<file path="src/rtl/pgtb_pkg.sv">
// ----------------------------------------------------------------------------
// pgtb_pkg
// Shared types and constants for the proportional glyph tile blitter.
// ----------------------------------------------------------------------------
package pgtb_pkg;

  localparam int GLYPH_COUNT     = 96;
  localparam int FONT_PIXELS     = 16384;
  localparam int MAX_CHAR_WIDTH  = 16;
  localparam int MAX_ROWS        = 16;
  localparam int FIRST_CODE      = 32;
  localparam int LAST_CODE       = 127;

  localparam int FA_W = $clog2(FONT_PIXELS);
  localparam int GI_W = $clog2(GLYPH_COUNT);

  localparam logic [13:0] TILE_COLUMN_WORDS = 14'd320;
  localparam logic [13:0] SCREEN_WRAP_WORD  = 14'd9600;

  localparam logic [1:0] FUNC_LOAD_PIXEL = 2'd0;
  localparam logic [1:0] FUNC_LOAD_WIDTH = 2'd1;
  localparam logic [1:0] FUNC_SET_CURSOR = 2'd2;
  localparam logic [1:0] FUNC_DRAW       = 2'd3;

  // controller -> datapath
  typedef struct packed {
    logic load_pixel;
    logic width_look;  // latch width load, read previous glyph's entries
    logic load_width;
    logic set_cursor;
    logic draw_setup;  // latch glyph, width, offset
    logic row_start;   // begin a column: clear row count, pixel word
    logic row_step;    // one font read issued / captured
    logic emit;        // present column result
    logic emit_bad;    // present bad-code result
  } pgtb_cmd_t;

  // datapath -> controller
  typedef struct packed {
    logic bad;         // code has no glyph
    logic zero_width;
    logic rows_issued; // every row read of the column issued
    logic rows_done;   // all rows of column issued and captured
    logic last_col;
  } pgtb_sts_t;

endpackage

</file>
<file path="src/rtl/pgtb_ctrl.sv">
// ----------------------------------------------------------------------------
// pgtb_ctrl
// Sequencer: decodes commands, walks columns and rows of a draw.
// ----------------------------------------------------------------------------
module pgtb_ctrl import pgtb_pkg::*; (
  input  logic       clk,
  input  logic       rst_n,
  input  logic       start,
  input  logic [1:0] in_func,
  input  pgtb_sts_t  sts,
  output pgtb_cmd_t  cmd,
  output logic       busy
);

  localparam logic [2:0] S_IDLE  = 3'd0;
  localparam logic [2:0] S_LOOK  = 3'd1;
  localparam logic [2:0] S_ROWS  = 3'd2;
  localparam logic [2:0] S_EMIT  = 3'd3;
  localparam logic [2:0] S_NEXT  = 3'd4;
  localparam logic [2:0] S_WLOAD = 3'd5;

  logic [2:0] state_r, state_nxt;
  logic       acc;

  assign acc  = start && !busy;
  assign busy = (state_r != S_IDLE);

  always_comb begin
    state_nxt = state_r;
    cmd = '0;
    unique case (state_r)
      S_IDLE: begin
        if (acc) begin
          unique case (in_func)
            FUNC_LOAD_PIXEL: cmd.load_pixel = 1'b1;
            FUNC_LOAD_WIDTH: begin
              cmd.width_look = 1'b1;
              state_nxt = S_WLOAD;
            end
            FUNC_SET_CURSOR: cmd.set_cursor = 1'b1;
            FUNC_DRAW: begin
              if (sts.bad) cmd.emit_bad = 1'b1;
              else state_nxt = S_LOOK;
            end
            default: ;
          endcase
        end
      end
      S_WLOAD: begin
        cmd.load_width = 1'b1;
        state_nxt = S_IDLE;
      end
      S_LOOK: begin
        if (sts.zero_width) begin
          state_nxt = S_IDLE;
        end else begin
          cmd.draw_setup = 1'b1;
          cmd.row_start  = 1'b1;
          state_nxt = S_ROWS;
        end
      end
      S_ROWS: begin
        if (sts.rows_done) state_nxt = S_EMIT;
        else if (!sts.rows_issued) cmd.row_step = 1'b1;
      end
      S_EMIT: begin
        cmd.emit = 1'b1;
        state_nxt = sts.last_col ? S_IDLE : S_NEXT;
      end
      S_NEXT: begin
        cmd.row_start = 1'b1;
        state_nxt = S_ROWS;
      end
      default: state_nxt = S_IDLE;
    endcase
  end

  always_ff @(posedge clk) begin
    if (!rst_n) state_r <= S_IDLE;
    else        state_r <= state_nxt;
  end

endmodule

</file>
<file path="config.mk">
export PLATFORM = sky130hd
export DESIGN_NAME = pgtb_ctrl
export DESIGN_NICKNAME = d
export VERILOG_FILES = /design/src/rtl/pgtb_pkg.sv /design/src/rtl/pgtb_ctrl.sv
export SDC_FILE = /design/constraint.sdc
export NUM_CORES = 1
export LEC_CHECK = 0
export ABC_AREA = 1
export BUFFER_PORTS_ARGS = -buffer_cell sky130_fd_sc_hd__buf_4
export CAP_MARGIN = 20
export CORE_AREA = 5 5 42 44
export DETAILED_ROUTE_END_ITERATION = 12
export DIE_AREA = 0 0 47 49
export HOLD_SLACK_MARGIN = 0.06
export PLACE_DENSITY = 0.52
export SLEW_MARGIN = 20
export SYNTH_ARGS = -nofsm -noshare
export SYNTH_HDL_FRONTEND = slang
export SYNTH_SLANG_ARGS = --single-unit
</file>
<file path="constraint.sdc">
create_clock -name clk -period 0.9 [get_ports clk]
set_input_delay 0.09 -clock clk [delete_from_list [all_inputs] [get_ports clk]]
set_output_delay 0.09 -clock clk [all_outputs]
set_load 0.01 [all_outputs]
</file>
==> results of run 1 <==
-- worst max-delay path by stage --
stage,start,end
2_1_floorplan,state_r[1],cmd[8]
3_3_place_gp,state_r[0],cmd[8]
3_5_place_dp,state_r[0],cmd[8]
6_report,state_r[0],cmd[5]
5_1_grt,state_r[0],cmd[5]
4_1_cts,state_r[1],cmd[7]
-- area by class of cell --
cell class	instances	share of cell area, %
clock buffers	4	4.10
inverters	9	6.05
multi-input cells	32	36.1
flip-flops and latches	3	10.4
well taps	16	3.13
repair buffers	30	40.2
-- power breakdown --
group	total, uW	switching (uW)	internal [uW]
Sequential	281	66.4	214
Clock	241	74.3	166
Combinational	1580	749	829
Total	2100	889	1210
-- cells in the final DEF, fill, tap and decap left out --
cell type      instances
nor2_4                 4
inv_2                  2
dlygate4sd3_1          1
nor2_1                 3
buf_4                 21
clkbuf_4               3
inv_4                  2
inv_1                  5
nand2_4                1
nor3_1                 1
nand3b_1               1
nor2_2                 2
nor3_4                 1
clkbuf_1               1
nand3_2                1
buf_6                  8
o21ai_2                1
nor3b_4                1
nand2_1                7
nand2_2                3
nor3_2                 2
dfxtp_2                2
nand3_1                4
dfxtp_4                1
-- cells in the mapped netlist --
cell and number:
nor2_1 7, nor3b_2 1, o21ai_1 1, inv_1 9, dfxtp_1 3, nand3b_1 1
nand2_1 10, nor2_2 2, nand3_1 5, nand2_2 1, nor3_1 4
-- stage by stage --
step                TNS [ns]  setup slack (ns)
global placement      -0.712            -0.168
floorplan             -0.165           -0.0628
global route           -4.35            -0.469
detailed placement    -0.747            -0.185
CTS                    -3.63            -0.407
finish                 -3.39            -0.366
-- cells by family after synthesis --
family	Yosys count	share of synthesized area (%)
compound gates	1	2.03
flops	3	24.4
buf+inv	9	13.7
simple gates	31	59.9
-- routing by layer --
| metal | vias up | routed length (um) |
|---|---|---|
| met5 | - | 0 |
| met4 | 0 | 22 |
| met3 | 3 | 80 |
| met2 | 16 | 446 |
| met1 | 173 | 313 |
| li1 | 203 | - |
-- worst reg2reg max path, cell delays in order (launching register included) --
cell and delay, ns:
dfxtp_2 0.32, buf_4 0.14, buf_6 0.12, nand3_2 0.08, nand2_2 0.07, buf_4 0.13, o21ai_2 0.11, inv_1 0.05
-- what timing repair did --
action,4_1_cts,5_1_grt
buffers inserted,5,1
pin swaps,9,7
endpoints found under the setup margin,12,13
hold buffers,1,0
endpoints found under the hold margin,1,0
gates resized for setup,16,12
==> run metrics, run 1 <==
Placed Instances between 80 and 90; Clock Sinks 3; FF/Latch Area between 60 and 70 um^2; layout cells sized above 1 just over 70%; Die Y slightly below 50 um; syn nets 54; DR pass1 iterations 1; I/O Buffers 19; Worst Skew about 0.0068 ns; status finished with violations; mean area per synthesized cell between 5 and 6 um^2; DRC viols 0; overall power around 2100 uW; synth warn 0; area added between synthesis and finish 160%; HPWL Detailed between 600 and 700 um; Clock Latency Late Sink ~0.24 ns; area taken by multi-input logic gates between 200 and 250 um^2; gr busiest metal met2; DR iter-0 viols 0; Yosys top cell area share between 20% and 30%; Final Setup Violations 13; CP Capture Type output pin; fin crit share 141%; Post-Syn Area roughly 250 um^2; first-pass GRT wire length 1550 um; met3 global-route usage between 3 and 4%; Synth Instances between 40 and 50; Power per Cell Area 3280 nW/um^2; worst reg2reg endpoint state_r[1]; worst hold path class in2reg; DRT antenna net count 0; Levels on crit path 6; layout net count between 80 and 90; Top Registers state_r (3); Leak Pwr ~0.00033 uW; Final Worst Setup Slack -0.366 ns; flops & latches, synth 3; I/O Pins 20; hold wc startpoint sts[0]; Reg2Reg Depth 7; minimum clock period about 1.3 ns; failing checks setup timing; crit-path max cell delay 0.32 ns; Tightest Pin Transition 0.242 ns; RSZ-0062 raised after global routing yes; worst path cell trace inv_2, nand2_2, nor2_4, nand2_4, nor3b_4, buf_6; WP data required a little over 0.8 ns; vias per cell roughly 4.2; critical path arrival about 1.2 ns; Crit Path Category reg2out; largest buffer count on any clock path 2; most area-consuming cells after synthesis dfxtp_1 24%, nand2_1 15%, inv_1 14%, nor2_1 11%, nand3_1 10%; CP max-delay cell dfxtp_2; Core Box Area 1400 um^2; synth unique cells 11; DIE WIDTH 47 um; Die Footprint about 2300 um^2; num rows 14; kind of start point of the critical path flip-flop; area post-placement around 470 um^2; largest net degree at the start of global routing 6; final core occ a little under half; crit path buf inv count 2; via count roughly 400; Biggest register state_r; Layout fillers roughly 150; Min-Delay Path Depth 6; Initial Utilization between 15 and 20%; max reg flops 3; worst reg2reg startpoint state_r[0]; max_slew headroom a little over four fifths; Total GRT Usage a little under a tenth; hold slack final a little under 0.2 ns; overall routed net length around 860 um; Post-Layout Cell Count 94; Routed WL per cell around 9.2 um; register area share after synthesis ~24%; fin area 641 um^2; critical path's top delay family simple AND/OR/NAND/NOR gates; Synth area leader dfxtp_1; Hold Path End state_r[2]; Reg clk slew, reported paths roughly 0.040 ns; grt total ovfl 0; CP Max Fanout 3; worst reg-to-reg setup slack -0.23 ns; antenna violations before repair 0; maximum capacitance violations 0; GR Util met1 around 10%; antenna diode count 0; CTS tree done; Final Max Slew Viols 0; Worst VDD drop approximately 1.5 mV; routability cong. around 0.67; Root Buffer clkbuf_4; CTS H-tree depth 1; met2 usage in global routing between 10% and 20%; CTS Buf Count 3; Hold Vio Cnt, Final 0; vias in the first global route around 380; fmax 790 MHz
Note: power is estimated with default switching activity, not from simulation.
==> run 2, diff against run 1 <==
REMOVE_ABC_BUFFERS = 1   (was unset)
==> run 2 against run 1 <==
Effect of this change: the run still ends with setup timing left; via count up 1.8%; worst setup slack improved by 0.041 ns; cell count increased by 1.1%; global-route usage hardly changed; critical path type unchanged; power decreased by 7.5%; register-to-register slack improved by 0.03 ns; sequential cell count unchanged; first-iteration DRC count grew 4; critical path depth is the same; fmax is 3.4% higher; die area unchanged; core utilization down 2.2 points; largest power group unchanged.
==> run metrics, run 2 (synthesis gave the netlist of run 1 again) <==
critical path arrival about 1.1 ns; routability cong. approximately 0.65; hold slack final ~0.22 ns; FF/Latch Area ~66 um^2; via count about 400; Reg clk slew, reported paths around 0.040 ns; crit path buf inv count 2; Post-Layout Cell Count 95; commonest non-fill, non-tap cell in the layout buf_4; maximum capacitance violations 0; antenna violations before repair 0; Biggest register state_r; most frequent cells in the layout 27 x buf_4, 7 x nand2_1, 6 x inv_1, 5 x nor2_1; Clock Power Share between 10% and 20%; RSZ-0062 raised after global routing yes; vias in the first global route 393; Power per Cell Area between 3000 and 4000 nW/um^2; critical path's top delay family simple AND/OR/NAND/NOR gates; WP data required just over 0.8 ns; failing checks setup timing; Crit path top cell by count nand2_2; Tightest Pin Transition a little over 0.2 ns; num rows 14; CP Capture Type output pin; CP Max Fanout 3; Placed Instances 86; hold wc startpoint sts[0]; Final TNS setup -3.00 ns; layout cells sized above 1 between 60% and 70%; Root Buffer clkbuf_4; Crit Path Category reg2out; DRC viols 0; Die Footprint approximately 2300 um^2; I/O Buffers 19; crit-path max cell delay roughly 0.32 ns; Worst VDD drop between 1 and 1.5 mV; Initial Utilization 17.6%; largest buffer count on any clock path 2; CTS H-tree depth 1; Final Worst Setup Slack -0.325 ns; largest net degree at the start of global routing 7; worst hold path class in2reg; Clock Sinks 3; DRT antenna net count 0; logic gate share of total power between 70% and 80%; Hold Vio Cnt, Final 0; P_int about 1100 uW; first-pass GRT wire length approximately 1600 um; area taken by multi-input logic gates ~220 um^2; status finished with violations; minimum clock period approximately 1.2 ns; fmax 817 MHz; vias per cell 4.23; worst path cell trace inv_2, nand2_2, nor2_4, nand2_2, nor3b_2, buf_4; Final Setup Violations 13; DR pass1 iterations 2; max_slew headroom 86.3%; Die Y a little under 50 um; antenna diode count 0; Core Box Area 1400 um^2; Top Registers state_r (3); Leak Pwr 0.000321 uW; grt total ovfl 0; HPWL Detailed 642 um; layout net count 90; CP startpoint state_r[0]; kind of start point of the critical path flip-flop; fin crit share 136%; overall routed net length between 900 and 1000 um; CTS tree done; CTS Buf Count 3; CP max-delay cell dfxtp_2; sw power about 820 uW; DR iter-0 viols 4; Clock Latency Late Sink between 0.2 and 0.25 ns; Switching Share 42.2%; Routed WL per cell approximately 9.5 um; Final Max Slew Viols 0; DIE WIDTH 47 um; area added between synthesis and finish 147%; final core occ between 40% and 50%; Layout fillers 148; max reg flops 3; Worst Skew ~0.0024 ns; share of power burned in registers between 10% and 20%; I/O Pins 20; worst reg2reg startpoint state_r[0]; Total GRT Usage 9.50%
==> run 2: layout make-up <==
| cell class | instances | share of cell area [%] |
|---|---|---|
| inverters | 9 | 5.54 |
| clock buffers | 4 | 4.31 |
| well taps | 16 | 3.29 |
| repair buffers | 31 | 40.5 |
| flip-flops and latches | 3 | 10.9 |
| multi-input cells | 32 | 35.5 |
==> run 2: power groups by stage <==
stage | logic (uW) | clock network [uW] | registers (uW)
after floorplan | 457 | 0 | 268
final | 1420 | 236 | 285
after global routing | 1560 | 260 | 293
after global placement | 1000 | 0 | 255
after CTS | 1440 | 249 | 284
after detailed placement | 999 | 0 | 253
==> run 2: final timing paths <==
check                             endpoint  slack [ns]  cells after the start
worst max-delay path                cmd[5]       -0.32                      6
worst min-delay path            state_r[2]        0.22                      6
worst max register to register  state_r[2]       -0.20                      7
worst min register to register  state_r[0]        0.54                      3
==> run 2: stage by stage <==
step | cell area [um^2] | power (uW) | setup WS (ns)
3_3_place_gp | 462 | 1260 | -0.126
5_1_grt | 609 | 2110 | -0.407
3_5_place_dp | 462 | 1250 | -0.139
2_1_floorplan | 246 | 725 | -0.137
4_1_cts | 599 | 1970 | -0.377
6_report | 609 | 1940 | -0.325
==> run 2: routing by layer <==
| layer | global-route usage [%] | vias up | wire (um) |
|---|---|---|---|
| li1 | - | 206 | - |
| met4 | 4.15 | 0 | 12 |
| met3 | 3.69 | 2 | 65 |
| met2 | 15.4 | 12 | 482 |
| met5 | 0 | - | 0 |
| met1 | 10.5 | 182 | 345 |
==> run 2: repair_timing <==
action                                  4_1_cts  5_1_grt
buffers inserted                              6        2
endpoints found under the hold margin         1        0
hold buffers                                  1        0
endpoints found under the setup margin       12       13
gates resized for setup                      23        4
pin swaps                                    11        9
==> run 2: worst reg2reg max path, stage by stage (launching register included) <==
cell,delay (ns)
dfxtp_2,0.32
buf_4,0.16
nor2_4,0.12
buf_4,0.12
nand3_1,0.05
nand2_1,0.09
nand3_2,0.07
nor2_2,0.10
